==> config.mk <==
export PLATFORM = sky130hd
export DESIGN_NAME = colorkey_sprite_rle_encoder
export DESIGN_NICKNAME = d
export VERILOG_FILES = /design/src/hw/rtl/csre_pkg.sv /design/src/hw/rtl/csre_front.sv /design/src/hw/rtl/csre_queue.sv /design/src/hw/rtl/csre_back.sv /design/src/hw/rtl/colorkey_sprite_rle_encoder.sv
export SDC_FILE = /design/constraint.sdc
export NUM_CORES = 2
export LEC_CHECK = 0
export ABC_AREA = 1
export BUFFER_PORTS_ARGS = -buffer_cell sky130_fd_sc_hd__buf_4
export CORE_MARGIN = 8
export CORE_UTILIZATION = 66
export DETAILED_ROUTE_END_ITERATION = 12
export PLACE_DENSITY = 0.83
export SLEW_MARGIN = 20
export SYNTH_ARGS = -nofsm -noshare
export SYNTH_HDL_FRONTEND = slang
export SYNTH_SLANG_ARGS = --single-unit
==> constraint.sdc <==
create_clock -name clk -period 8.9 [get_ports clk]
set_clock_uncertainty 0.2 [all_clocks]
set_input_delay 0.445 -clock clk [delete_from_list [all_inputs] [get_ports clk]]
set_output_delay 0.445 -clock clk [all_outputs]
set_load 0.05 [all_outputs]
==> src/hw/rtl/csre_pkg.sv <==
// Shared types and constants for the color-key sprite run-length encoder.
// No dependencies; every other file in hw/rtl refers to this package.
package csre_pkg;

    localparam logic [2:0] OP_END  = 3'd0;
    localparam logic [2:0] OP_ENDL = 3'd1;
    localparam logic [2:0] OP_SKIP = 3'd2;
    localparam logic [2:0] OP_COPY = 3'd4;

    localparam logic [1:0] CFG_TILE_WIDTH  = 2'd0;
    localparam logic [1:0] CFG_TILE_HEIGHT = 2'd1;
    localparam logic [1:0] CFG_PIXEL_BYTES = 2'd2;
    localparam logic [1:0] CFG_COLOR_KEY   = 2'd3;

    localparam int QUEUE_DEPTH = 2;

    typedef struct packed {
        logic [5:0]  tile_width;
        logic [15:0] tile_height;
        logic [2:0]  pixel_bytes;
        logic [31:0] color_key;
    } cfg_t;

    // one classified pixel handed from front to back
    typedef struct packed {
        logic [31:0] pixel;     // already masked to the pixel size
        logic        transp;
        logic        row_end;
        logic        tile_end;
    } item_t;

endpackage

==> src/hw/rtl/csre_front.sv <==
// Front end: takes pixels, masks and keys them, tracks column and row.
// Depends on csre_pkg; pushes classified words into csre_queue.
module csre_front #(
    parameter int MAX_WIDTH  = 32,
    parameter int PIXEL_BITS = 32
) (
    input  logic                clk,
    input  logic                rst_n,
    input  csre_pkg::cfg_t      cfg,
    input  logic [31:0]         pixel,
    input  logic                pixel_valid,
    output logic                pixel_stall,
    input  logic                q_full,
    output logic                q_push,
    output csre_pkg::item_t     q_item
);

    logic [5:0]  column_reg, column_next;
    logic [15:0] row_reg, row_next;
    logic [2:0]  nbytes;
    logic [5:0]  nbits;
    logic [31:0] mask;
    logic [31:0] px;
    logic [5:0]  w_eff;
    logic [15:0] h_eff;
    logic        row_end;
    logic        tile_end;

    always_comb
    begin
        if (cfg.pixel_bytes == 3'd0)
            nbytes = 3'd1;
        else if (cfg.pixel_bytes > 3'd4)
            nbytes = 3'd4;
        else
            nbytes = cfg.pixel_bytes;
        nbits = {nbytes, 3'b000};
        if (nbits > 6'(PIXEL_BITS))
            nbits = 6'(PIXEL_BITS);
        if (nbits >= 6'd32)
            mask = '1;
        else
            mask = (32'd1 << nbits) - 32'd1;

        if (cfg.tile_width == 6'd0)
            w_eff = 6'd1;
        else if (cfg.tile_width > 6'(MAX_WIDTH))
            w_eff = 6'(MAX_WIDTH);
        else
            w_eff = cfg.tile_width;
        h_eff = (cfg.tile_height == 16'd0) ? 16'd1 : cfg.tile_height;

        px       = pixel & mask;
        row_end  = ({1'b0, column_reg} + 7'd1) >= {1'b0, w_eff};
        tile_end = row_end && (({1'b0, row_reg} + 17'd1) >= {1'b0, h_eff});

        pixel_stall     = q_full;
        q_push          = pixel_valid && !q_full;
        q_item.pixel    = px;
        q_item.transp   = (px == (cfg.color_key & mask));
        q_item.row_end  = row_end;
        q_item.tile_end = tile_end;

        column_next = column_reg;
        row_next    = row_reg;
        if (q_push)
        begin
            if (row_end)
            begin
                column_next = 6'd0;
                row_next    = tile_end ? 16'd0 : row_reg + 16'd1;
            end
            else
            begin
                column_next = column_reg + 6'd1;
            end
        end
    end

    always_ff @(posedge clk or negedge rst_n)
    begin
        if (!rst_n)
        begin
            column_reg <= 6'd0;
            row_reg    <= 16'd0;
        end
        else
        begin
            column_reg <= column_next;
            row_reg    <= row_next;
        end
    end

endmodule

==> src/hw/rtl/csre_queue.sv <==
// Short queue of classified pixel words between front and back.
// Depends on csre_pkg for the word type and depth.
module csre_queue (
    input  logic            clk,
    input  logic            rst_n,
    input  logic            push,
    input  csre_pkg::item_t push_item,
    output logic            full,
    output logic            q_valid,
    output csre_pkg::item_t q_item,
    input  logic            pop
);

    localparam int PW = (csre_pkg::QUEUE_DEPTH > 1) ? $clog2(csre_pkg::QUEUE_DEPTH) : 1;
    localparam int NW = $clog2(csre_pkg::QUEUE_DEPTH + 1);

    csre_pkg::item_t slots_reg [csre_pkg::QUEUE_DEPTH];
    logic [PW-1:0]   wr_ptr_reg, wr_ptr_next;
    logic [PW-1:0]   rd_ptr_reg, rd_ptr_next;
    logic [NW-1:0]   count_reg, count_next;

    function automatic logic [PW-1:0] bump(input logic [PW-1:0] p);
        logic [PW-1:0] r;
        if (p == PW'(csre_pkg::QUEUE_DEPTH - 1))
            r = '0;
        else
            r = p + PW'(1);
        return r;
    endfunction

    always_comb
    begin
        full        = (count_reg == NW'(csre_pkg::QUEUE_DEPTH));
        q_valid     = (count_reg != '0);
        q_item      = slots_reg[rd_ptr_reg];
        wr_ptr_next = push ? bump(wr_ptr_reg) : wr_ptr_reg;
        rd_ptr_next = pop ? bump(rd_ptr_reg) : rd_ptr_reg;
        count_next  = count_reg;
        if (push && !pop)
            count_next = count_reg + NW'(1);
        else if (pop && !push)
            count_next = count_reg - NW'(1);
    end

    always_ff @(posedge clk)
    begin
        if (push)
            slots_reg[wr_ptr_reg] <= push_item;
    end

    always_ff @(posedge clk or negedge rst_n)
    begin
        if (!rst_n)
        begin
            wr_ptr_reg <= '0;
            rd_ptr_reg <= '0;
            count_reg  <= '0;
        end
        else
        begin
            wr_ptr_reg <= wr_ptr_next;
            rd_ptr_reg <= rd_ptr_next;
            count_reg  <= count_next;
        end
    end

    a_no_overflow: assert property (@(posedge clk) disable iff (!rst_n)
        full |-> !push || pop)
        else $error("queue push while full");

    a_no_underflow: assert property (@(posedge clk) disable iff (!rst_n)
        pop |-> q_valid)
        else $error("queue pop while empty");

    a_count_range: assert property (@(posedge clk) disable iff (!rst_n)
        count_reg <= NW'(csre_pkg::QUEUE_DEPTH))
        else $error("queue count out of range");

endmodule

==> src/hw/rtl/csre_back.sv <==
// Back end: run buffer and op sequencer; emits SKIP/COPY/pixel/ENDL/END words.
// Depends on csre_pkg; pops classified words from csre_queue.
module csre_back #(
    parameter int MAX_WIDTH  = 32,
    parameter int PIXEL_BITS = 32
) (
    input  logic            clk,
    input  logic            rst_n,
    input  logic            q_valid,
    input  csre_pkg::item_t q_item,
    output logic            q_pop,
    output logic            result_valid,
    input  logic            result_stall,
    output logic            kind,
    output logic [2:0]      op_code,
    output logic [15:0]     run_length,
    output logic [31:0]     pixel_out,
    output logic            last
);

    localparam int AW = (MAX_WIDTH > 1) ? $clog2(MAX_WIDTH) : 1;
    localparam int CW = $clog2(MAX_WIDTH + 1);

    localparam logic [2:0] ST_IDLE = 3'd0;
    localparam logic [2:0] ST_SKIP = 3'd1;
    localparam logic [2:0] ST_COPY = 3'd2;
    localparam logic [2:0] ST_PIX  = 3'd3;
    localparam logic [2:0] ST_EOL  = 3'd4;

    logic [PIXEL_BITS-1:0] buf_mem [MAX_WIDTH];
    logic [PIXEL_BITS-1:0] rd_data_reg;

    logic [2:0]    state_reg, state_next;
    logic [CW-1:0] cnt_reg, cnt_next;
    logic [CW-1:0] idx_reg, idx_next;
    logic [15:0]   skip_reg, skip_next;
    logic          transp_reg, transp_next;
    logic          row_end_reg, row_end_next;
    logic          tile_end_reg, tile_end_next;

    logic          ovalid_reg, ovalid_next;
    logic          kind_reg, kind_next;
    logic [2:0]    op_reg, op_next;
    logic [15:0]   len_reg, len_next;
    logic [31:0]   pix_reg, pix_next;
    logic          last_reg, last_next;

    logic          adv;
    logic          mem_we;
    logic          rd_en;
    logic [AW-1:0] rd_addr;
    logic [CW-1:0] cnt_after;
    logic [CW-1:0] idx_inc;
    logic          pix_done;

    always_comb
    begin
        adv      = !ovalid_reg || !result_stall;
        idx_inc  = idx_reg + CW'(1);
        pix_done = (idx_inc == cnt_reg);

        state_next    = state_reg;
        cnt_next      = cnt_reg;
        idx_next      = idx_reg;
        skip_next     = skip_reg;
        transp_next   = transp_reg;
        row_end_next  = row_end_reg;
        tile_end_next = tile_end_reg;

        ovalid_next = adv ? 1'b0 : ovalid_reg;
        kind_next   = kind_reg;
        op_next     = op_reg;
        len_next    = len_reg;
        pix_next    = pix_reg;
        last_next   = last_reg;

        q_pop     = 1'b0;
        mem_we    = 1'b0;
        rd_en     = 1'b0;
        rd_addr   = '0;
        cnt_after = cnt_reg;

        unique case (state_reg)
            ST_IDLE:
            begin
                if (q_valid)
                begin
                    q_pop         = 1'b1;
                    transp_next   = q_item.transp;
                    row_end_next  = q_item.row_end;
                    tile_end_next = q_item.tile_end;
                    if (!q_item.transp && (cnt_reg < CW'(MAX_WIDTH)))
                    begin
                        mem_we    = 1'b1;
                        cnt_after = cnt_reg + CW'(1);
                    end
                    cnt_next = cnt_after;
                    if ((q_item.transp || q_item.row_end) && (cnt_after != '0))
                        state_next = (skip_reg != 16'd0) ? ST_SKIP : ST_COPY;
                    else if (q_item.row_end)
                        state_next = ST_EOL;
                    else if (q_item.transp)
                        skip_next = skip_reg + 16'd1;
                end
            end
            ST_SKIP:
            begin
                if (adv)
                begin
                    ovalid_next = 1'b1;
                    kind_next   = 1'b0;
                    op_next     = csre_pkg::OP_SKIP;
                    len_next    = skip_reg;
                    pix_next    = '0;
                    last_next   = 1'b0;
                    state_next  = ST_COPY;
                end
            end
            ST_COPY:
            begin
                if (adv)
                begin
                    ovalid_next = 1'b1;
                    kind_next   = 1'b0;
                    op_next     = csre_pkg::OP_COPY;
                    len_next    = 16'(cnt_reg);
                    pix_next    = '0;
                    last_next   = 1'b0;
                    rd_en       = 1'b1;
                    idx_next    = '0;
                    state_next  = ST_PIX;
                end
            end
            ST_PIX:
            begin
                if (adv)
                begin
                    ovalid_next = 1'b1;
                    kind_next   = 1'b1;
                    op_next     = csre_pkg::OP_END;
                    len_next    = 16'd0;
                    pix_next    = 32'(rd_data_reg);
                    last_next   = pix_done && !row_end_reg;
                    idx_next    = idx_inc;
                    if (pix_done)
                    begin
                        cnt_next   = '0;
                        skip_next  = transp_reg ? 16'd1 : 16'd0;
                        state_next = row_end_reg ? ST_EOL : ST_IDLE;
                    end
                    else
                    begin
                        rd_en   = 1'b1;
                        rd_addr = idx_inc[AW-1:0];
                    end
                end
            end
            ST_EOL:
            begin
                if (adv)
                begin
                    ovalid_next = 1'b1;
                    kind_next   = 1'b0;
                    op_next     = tile_end_reg ? csre_pkg::OP_END : csre_pkg::OP_ENDL;
                    len_next    = 16'd0;
                    pix_next    = '0;
                    last_next   = 1'b1;
                    skip_next   = 16'd0;
                    cnt_next    = '0;
                    state_next  = ST_IDLE;
                end
            end
            default:
            begin
                state_next = ST_IDLE;
            end
        endcase
    end

    always_ff @(posedge clk)
    begin
        if (mem_we)
            buf_mem[cnt_reg[AW-1:0]] <= q_item.pixel[PIXEL_BITS-1:0];
        if (rd_en)
            rd_data_reg <= buf_mem[rd_addr];
    end

    always_ff @(posedge clk or negedge rst_n)
    begin
        if (!rst_n)
        begin
            state_reg  <= ST_IDLE;
            cnt_reg    <= '0;
            idx_reg    <= '0;
            skip_reg   <= 16'd0;
            ovalid_reg <= 1'b0;
        end
        else
        begin
            state_reg  <= state_next;
            cnt_reg    <= cnt_next;
            idx_reg    <= idx_next;
            skip_reg   <= skip_next;
            ovalid_reg <= ovalid_next;
        end
    end

    always_ff @(posedge clk)
    begin
        transp_reg   <= transp_next;
        row_end_reg  <= row_end_next;
        tile_end_reg <= tile_end_next;
        kind_reg     <= kind_next;
        op_reg       <= op_next;
        len_reg      <= len_next;
        pix_reg      <= pix_next;
        last_reg     <= last_next;
    end

    assign result_valid = ovalid_reg;
    assign kind         = kind_reg;
    assign op_code      = op_reg;
    assign run_length   = len_reg;
    assign pixel_out    = pix_reg;
    assign last         = last_reg;

    a_last_on_close: assert property (@(posedge clk) disable iff (!rst_n)
        (ovalid_reg && last_reg && !kind_reg) |->
            (op_reg == csre_pkg::OP_END || op_reg == csre_pkg::OP_ENDL))
        else $error("last set on a SKIP or COPY word");

    a_cnt_range: assert property (@(posedge clk) disable iff (!rst_n)
        cnt_reg <= CW'(MAX_WIDTH))
        else $error("run count beyond buffer");

    a_pix_index: assert property (@(posedge clk) disable iff (!rst_n)
        (state_reg == ST_PIX) |-> (idx_reg < cnt_reg))
        else $error("pixel index past run length");

    a_pop_idle: assert property (@(posedge clk) disable iff (!rst_n)
        (state_reg == ST_COPY && adv) |=> (state_reg == ST_PIX && cnt_reg != '0))
        else $error("COPY without a buffered run");

endmodule

==> src/hw/rtl/colorkey_sprite_rle_encoder.sv <==
// Top level of the color-key sprite run-length encoder.
// Depends on csre_pkg, csre_front, csre_queue and csre_back.
//
// Usage:
//   Pixels of one tile enter on pixel/pixel_valid/pixel_stall in raster order.
//   Result words leave on result_valid/result_stall with kind, op_code,
//   run_length, pixel_out and last; last marks the final word a pixel caused.
//   Config is a plain write port (cfg_write, cfg_index, cfg_data); the user
//   writes it only while the block is idle. The block does not enforce this.
// Throughput and flow:
//   The front accepts one pixel per cycle into a two-entry queue while the
//   queue is not full. The back sequencer pops one pixel word in IDLE and
//   emits its words (SKIP, COPY, each buffered pixel, ENDL/END) from the other
//   states, popping no new pixel word until it is back in IDLE. A pixel that
//   closes a run passes the queue and IDLE before the SKIP, COPY or EOL state
//   registers its first word; opaque pixels inside a run emit nothing.
// Reset:
//   Column, row and counts clear, registers take width 32, height 1,
//   one byte per pixel and key 0. The run buffer needs no clearing.
// Stall:
//   A stalled result word holds; the back waits and the queue fills, then
//   pixel_stall rises.
module colorkey_sprite_rle_encoder #(
    parameter int MAX_WIDTH  = 32,
    parameter int PIXEL_BITS = 32
) (
    input  logic        clk,
    input  logic        rst_n,
    input  logic        cfg_write,
    input  logic [1:0]  cfg_index,
    input  logic [31:0] cfg_data,
    input  logic [31:0] pixel,
    input  logic        pixel_valid,
    output logic        pixel_stall,
    output logic        result_valid,
    input  logic        result_stall,
    output logic        kind,
    output logic [2:0]  op_code,
    output logic [15:0] run_length,
    output logic [31:0] pixel_out,
    output logic        last
);

    csre_pkg::cfg_t  cfg_reg, cfg_next;
    csre_pkg::item_t push_item;
    csre_pkg::item_t q_item;
    logic            q_full;
    logic            q_push;
    logic            q_valid;
    logic            q_pop;

    always_comb
    begin
        cfg_next = cfg_reg;
        if (cfg_write)
        begin
            unique case (cfg_index)
                csre_pkg::CFG_TILE_WIDTH:  cfg_next.tile_width  = cfg_data[5:0];
                csre_pkg::CFG_TILE_HEIGHT: cfg_next.tile_height = cfg_data[15:0];
                csre_pkg::CFG_PIXEL_BYTES: cfg_next.pixel_bytes = cfg_data[2:0];
                csre_pkg::CFG_COLOR_KEY:   cfg_next.color_key   = cfg_data;
                default:                   cfg_next = cfg_reg;
            endcase
        end
    end

    always_ff @(posedge clk or negedge rst_n)
    begin
        if (!rst_n)
        begin
            cfg_reg.tile_width  <= 6'd32;
            cfg_reg.tile_height <= 16'd1;
            cfg_reg.pixel_bytes <= 3'd1;
            cfg_reg.color_key   <= 32'd0;
        end
        else
        begin
            cfg_reg <= cfg_next;
        end
    end

    csre_front #(
        .MAX_WIDTH  (MAX_WIDTH),
        .PIXEL_BITS (PIXEL_BITS)
    ) u_front (
        .clk         (clk),
        .rst_n       (rst_n),
        .cfg         (cfg_reg),
        .pixel       (pixel),
        .pixel_valid (pixel_valid),
        .pixel_stall (pixel_stall),
        .q_full      (q_full),
        .q_push      (q_push),
        .q_item      (push_item)
    );

    csre_queue u_queue (
        .clk       (clk),
        .rst_n     (rst_n),
        .push      (q_push),
        .push_item (push_item),
        .full      (q_full),
        .q_valid   (q_valid),
        .q_item    (q_item),
        .pop       (q_pop)
    );

    csre_back #(
        .MAX_WIDTH  (MAX_WIDTH),
        .PIXEL_BITS (PIXEL_BITS)
    ) u_back (
        .clk          (clk),
        .rst_n        (rst_n),
        .q_valid      (q_valid),
        .q_item       (q_item),
        .q_pop        (q_pop),
        .result_valid (result_valid),
        .result_stall (result_stall),
        .kind         (kind),
        .op_code      (op_code),
        .run_length   (run_length),
        .pixel_out    (pixel_out),
        .last         (last)
    );

endmodule
### Yosys cells after proc, flatten, opt, wreduce, memory -nomap -nowiden

Memory sizes are Yosys's and may differ from the RTL's. A register that Yosys moved wholly into a read port is not among the register bits.
Index checks and enable logic that the tools add are counted.

* register bits after elaboration: 171
* latch bits: 0
* bits in writable memories: 1094
* ROM bits: 0
* bits of input ports: 71
* output and inout bits: 55
* logic and storage cells: 195
* memories: 2

Memory list
* u_back.buf_mem: words 32, bits a word 32, rd ports 1, clocked after Yosys merged registers in 1, wr ports 1, line csre_back.sv:30 `logic [PIXEL_BITS-1:0] buf_mem [MAX_WIDTH];`
* u_queue.slots_reg: words 2, bits a word 35, rd ports 1, clocked after Yosys merged registers in 0, wr ports 1, line csre_queue.sv:17 `csre_pkg::item_t slots_reg [csre_pkg::QUEUE_DEPTH];`

* add/sub/neg operators: 12
* multiply operators: 0
* divide/modulo/power cells: 0
* magnitude comparators: 7
* eq/ne operators: 23
* shift-type cells: 1
* muxes and demuxes: 77
* bitwise gates (word level): 2
* reductions and logical operators: 49

Operators by type and width (number)
* 16-bit 2-to-1 mux: 11
* 32-bit 2-to-1 mux: 3
* 16-bit one-hot mux with 3 select lines: 2
* 6-bit 2-to-1 mux: 12
* 32-bit AND: 2
* 32-bit one-hot mux with 2 select lines: 1
* 3-bit 2-to-1 mux: 13
* 16-bit by 1-bit adder with 16-bit output (second input constant): 2
* 32-bit == test: 1
* 1-bit by 6-bit << shifter with 32-bit output (first input constant): 1
* 32-bit by 1-bit subtractor with 32-bit output (second input constant): 1
* 1-bit 2-to-1 mux: 22
* 6-bit by 1-bit adder with 6-bit output (second input constant): 3
* 2-bit by 1-bit inequality test with 1-bit output (second input constant): 9
* 6-bit one-hot mux with 3 select lines: 1
* 16-bit by 1-bit adder with 17-bit output (second input constant): 1
* 17-bit by 16-bit greater-or-equal comparator with 1-bit output: 1
* 16-bit logical NOT: 1
* 16-bit nonzero test: 1
* 5-bit 2-to-1 mux: 3
* 3-bit one-hot mux with 5 select lines: 1
* 6-bit > comparator (second input constant): 2
* 3-bit one-hot mux with 4 select lines: 1
* 6-bit one-hot mux with 2 select lines: 1
* other kinds (38): 75

### Depth between registers and ports, before layout

An unclocked memory read counts as a cell.

* word-level depth: 11
* mapped depth: 21
* depth with buffers taken out: 20

### Modules after synthesis

A second synthesis with hierarchy kept.

* cells, all modules: 5459
* area, all modules: 58013.1 µm²

By module, submodules not included
* csre_back: times used 1, cells an instance 4626, area an instance 49845.3 µm², seq. area each 34192.8 µm²
* csre_queue: times used 1, cells an instance 134, area an instance 2882.8 µm², seq. area each 2202.1 µm²
* csre_front: times used 1, cells an instance 442, area an instance 2795.2 µm², seq. area each 550.5 µm²
* colorkey_sprite_rle_encoder: times used 1, cells an instance 257, area an instance 2489.9 µm², seq. area each 1430.1 µm²

### Worst setup path after synthesis

OpenSTA, ideal clock, no wires.

* path kind: register to register
* start: register u_back.state_reg[1]
* end: memory u_back.buf_mem[15][0], enable pin
* setup time: 461 ps
* arrival time: 3424 ps
* required time: 8239 ps
* path slack: 4815 ps
* stages on the path, launching flop included: 8
* period minus slack after synthesis: 4085 ps
* cell sequence: dfrtp_1 nor2_1 inv_1 nor2_1 inv_1 nor2_1 clkinv_1 nor3_1

* cells in the longest elaborated chain, start to end: 4

RTL lines
* start: declaration: line csre_back.sv:33 `logic [2:0] state_reg, state_next;`
* start signal: assignment: line csre_back.sv:200 `state_reg <= state_next;`
* 3-bit logical NOT: line csre_back.sv:83 `unique case (state_reg)`
* 1-bit 2-to-1 mux: line csre_back.sv:83
* 1-bit 2-to-1 mux: line csre_back.sv:182 `if (mem_we)`
* 1-bit 2-to-1 mux (not written as such): line csre_back.sv:183 `buf_mem[cnt_reg[AW-1:0]] <= q_item.pixel[PIXEL_BITS-1:0];`
* end: declaration: line csre_back.sv:30

Every way passes these cells.

### Final worst setup path

* start: register u_back.idx_reg[0]
* end: register u_back.rd_data_reg[30] (read register of u_back.buf_mem) (data pin)

* cells in the longest elaborated chain, start to end: 5
* elaborated cells between the ends (all ways): 8
* those cells by class: 1 x add/sub; 1 x eq/ne; 6 x mux

RTL lines
* start: declaration: line csre_back.sv:35 `logic [CW-1:0] idx_reg, idx_next;`
* start signal: assignment: line csre_back.sv:202 `idx_reg <= idx_next;`
* 6-bit by 1-bit adder with 6-bit output (*): line csre_back.sv:59 `idx_inc = idx_reg + CW'(1);`
* 6-bit == test: line csre_back.sv:60 `pix_done = (idx_inc == cnt_reg);`
* 1-bit 2-to-1 mux or 5-bit 2-to-1 mux (tied branches): line csre_back.sv:145 `if (pix_done)`
* 1-bit 2-to-1 mux or 5-bit 2-to-1 mux (tied branches): line csre_back.sv:136 `if (adv)`
* 1-bit one-hot mux with 2 select lines or 5-bit 2-to-1 mux (tied branches): line csre_back.sv:83
* end: declaration: line csre_back.sv:31 `logic [PIXEL_BITS-1:0] rd_data_reg;`

Every way passes the cells marked *; elsewhere a longest branch is shown, timed or not.
A chain may end at the register's enable or synchronous reset.

==> qor.yml <==
numPlacedInstances: 6169
startpoint: "u_back.idx_reg[0]$_DFFE_PN0P_"
antenna_found_initial: 1
tns_ns: 0
drt_iter0_drc: 6584
min_path_type: "in2async"
end_kind: "flip-flop"
synth_warnings: 0
cts_buffers: 131
synth.area.top_cells: "edfxtp_1, nand3_1, nand2_1"
grt_overflow: 0
crit_required_ns: 9.17
p_clk_share_pct: 28.1
max_freq_ghz: 0.194
ys_types: 50
die_area_um2: 96900
dieHeight_um: 311
tritoncts: "done"
rsz0062_at_grt: "false"
cts_resized: 0
core_um2: 86600
synth_top_area_share_pct: 61.7
synth_seq_cells: 1297
io_buffer_count: 125
fillers: 5215
ys_seq_area_share_pct: 66.7
critPathMaxFanout: 80
synth-main-ff-cell: "edfxtp_1"
power_leakage_nw: 25.6
netlist_area_um2: 57500
largest_register_ffs: 1024
maxSlewHeadroom_pct: 13.3
drt_wl_total_um: 161000
place_congestion: 0.887
cts_buffer_depth: 3
grt_pass1_wl_um: 239000
cts_root_buf: "clkbuf_16"
tightest_slew_ns: 1.30
yosysTopAreaCell: "edfxtp_1"
syn_nets: 5231
layout_min_cycle_time_ns: 5.15
first_global_vias: 40300
r2r_slack_ns: 3.75
htreeDepth: 4
ant_nets: 0
final_max_slew_viol_count: 0
synth.avg_cell_area_um2: 11.2
area_growth_syn_to_layout_pct: 11.2
ios: 126
irDropWorstVdd_mv: 0.493
hpwlAfterDp_um: 81100
path_clk_slew_ns: 0.06
cp-start-kind: "flip-flop"
drc: 0
pwr-share-comb_pct: 28.4
synth_most_common_cell: "edfxtp_1"
min_period_over_period_pct: 57.9
synthTopCellsByCount: "edfxtp_1, nand3_1, nand2_1"
stdcell_count: 6467
status: "finished, final reports clean"
routed_via_density: 6.36
power_switching_mw: 6.87
hold_viol_final: 0
layout-drive-gt1-share_pct: 14.0
synthArstFlopShare_pct: 8.87
row_count: 108
setup_viol: 0
numClockSinks: 1297
initial_utilization_pct: 66.4
p_per_area_nw_per_um2: 299
reg2reg_to: "u_back.rd_data_reg[30]$_DFFE_PP_"
path_class: "reg2reg"
cap_violations: 0
wl_per_cell_um: 24.9
drtPass1Iterations: 6
p_int_mw: 12.2
clk_latency_ns: 0.74
synth_edf_count: 1182
p_sw_share_pct: 35.9
synth_cells: 5128
nNetsFinal: 5316
reg2reg_depth: 18
r2r-start: "u_back.idx_reg[0]$_DFFE_PN0P_"
cp_data_arrival_time_ns: 5.42
seq_power_share_pct: 43.5
via_count: 41200
fp.dieW_um: 311
track_usage_pct: 32.2
grt_max_degree: 271
power groups by stage:
stage	combinational (mW)	sequential, mW	clock, mW
3_3_place_gp	5.07	8.41	0
3_5_place_dp	5.20	8.42	0
4_1_cts	5.27	8.31	5.38
2_1_floorplan	3.31	8.76	0
5_1_grt	5.77	8.35	5.61
6_report	5.42	8.31	5.37
area by class of cell:
type | instances | area, µm² | area share (%)
clock buffer | 155 | 3430 | 5.36
clock inverter | 75 | 693 | 1.08
multi-input combinational | 2806 | 15200 | 23.7
inverter | 715 | 2690 | 4.21
tap | 1155 | 1450 | 2.26
timing repair buffer | 262 | 2180 | 3.41
antenna | 2 | 5.00 | 0.00782
sequential | 1297 | 38400 | 60.0
how the worst max path moves through the flow:
stage / end / slack, ns / depth (start not counted)
final: u_back.rd_data_reg[30]$_DFFE_PP_ / 3.75 / 18
after global routing: u_back.rd_data_reg[18]$_DFFE_PP_ / 3.49 / 14
after CTS: u_back.rd_data_reg[18]$_DFFE_PP_ / 3.88 / 14
after detailed placement: u_back.rd_data_reg[18]$_DFFE_PP_ / 3.79 / 15
after global placement: u_back.rd_data_reg[19]$_DFFE_PP_ / 3.87 / 17
after floorplan: u_back.buf_mem[15][0]$_DFFE_PP_ / 4.82 / 7
metrics by stage:
stage          utilization [%]  setup slack [ns]  total power, mW  hold WS, ns  instance area, µm²
4_1_cts                   73.8              3.88             19.0       0.0165               63900
2_1_floorplan                -              4.82             12.1      -0.0506               57500
5_1_grt                   73.9              3.49             19.7       0.0449               64000
6_report                  73.9              3.75             19.1       0.0658               64000
3_5_place_dp              68.3              3.79             13.6        0.273               59200
3_3_place_gp              68.3              3.87             13.5        0.265               59200
critical path, cell delays in order (launching register included):
cell     delay (ns)
dfrtp_1        0.45
ha_1           0.28
inv_1          0.06
nand2_1        0.09
nand2_2        0.09
nand2_1        0.06
nand2_1        0.06
nand2_1        0.08
nor2_2         0.05
nand3_4        0.11
buf_4          0.70
nand2_8        0.59
inv_2          0.52
buf_4          0.84
nand3_1        0.23
nand3_1        0.15
nand2_1        0.06
nand2_1        0.08
nand2_1        0.07
layer usage:
| layer | up-vias | part of all wire (%) | global-route usage [%] |
|---|---|---|---|
| li1 | 17800 | - | - |
| met1 | 19600 | 34 | 41.4 |
| met2 | 3198 | 46 | 51.0 |
| met3 | 593 | 14 | 8.20 |
| met4 | 0 | 5.4 | 16.6 |
| met5 | - | 0 | 0 |
logic make-up (layout without fill, tap and decap cells):
logic type               after synthesis  after routing  synth area share [%]
buffers and inverters               1025           1207                  7.55
flip-flops                          1297           1297                  66.7
XOR/XNOR                              53             53                 0.807
AO/OA/AOI/OAI                        283            283                  3.65
adder cells (fa/ha/maj)               32             32                 0.696
AND/OR/NAND/NOR                     2421           2421                  20.3
other                                  0              2                     0
multiplexers                          17             17                 0.331
cell usage in the layout (no fill, tap or decap), types with 3 or more instances in the layout:
cell | synthesis | final
nand3b_1 | 130 | 130
nor2_1 | 191 | 154
nand4_1 | 26 | 26
nor2_4 | 4 | 41
inv_1 | 699 | 698
nand2_2 | 6 | 15
clkinvlp_4 | 0 | 8
buf_4 | 34 | 193
inv_2 | 12 | 11
clkbuf_16 | 0 | 134
inv_6 | 0 | 6
buf_12 | 0 | 4
dfrtp_1 | 112 | 112
ha_1 | 32 | 32
nand3_1 | 965 | 964
xnor2_1 | 21 | 21
o21ai_1 | 3 | 4
nand2_1 | 798 | 786
bufinv_16 | 0 | 10
nand2_8 | 0 | 3
clkinv_2 | 0 | 15
mux2_2 | 16 | 16
a21oi_1 | 17 | 17
clkinv_1 | 4 | 35
clkinv_8 | 0 | 3
edfxtp_1 | 1182 | 1182
dfstp_2 | 3 | 3
nor4_1 | 13 | 13
dlygate4sd3_1 | 0 | 65
or2_2 | 260 | 260
xor2_1 | 32 | 32
nor3_1 | 18 | 17
nor2_2 | 3 | 3
o21ai_2 | 7 | 7
clkbuf_1 | 100 | 21
o2111ai_1 | 160 | 160
o21ai_0 | 65 | 64
o211ai_1 | 3 | 3
o22ai_1 | 19 | 19
what timing repair did:
action | 4_1_cts | 5_1_grt
endpoints found under the setup margin | 0 | 0
hold buffers | 65 | 0
setup buffers | 0 | 0
endpoints found under the hold margin | 158 | 0
No activity file was read; power rests on OpenSTA's default activity.
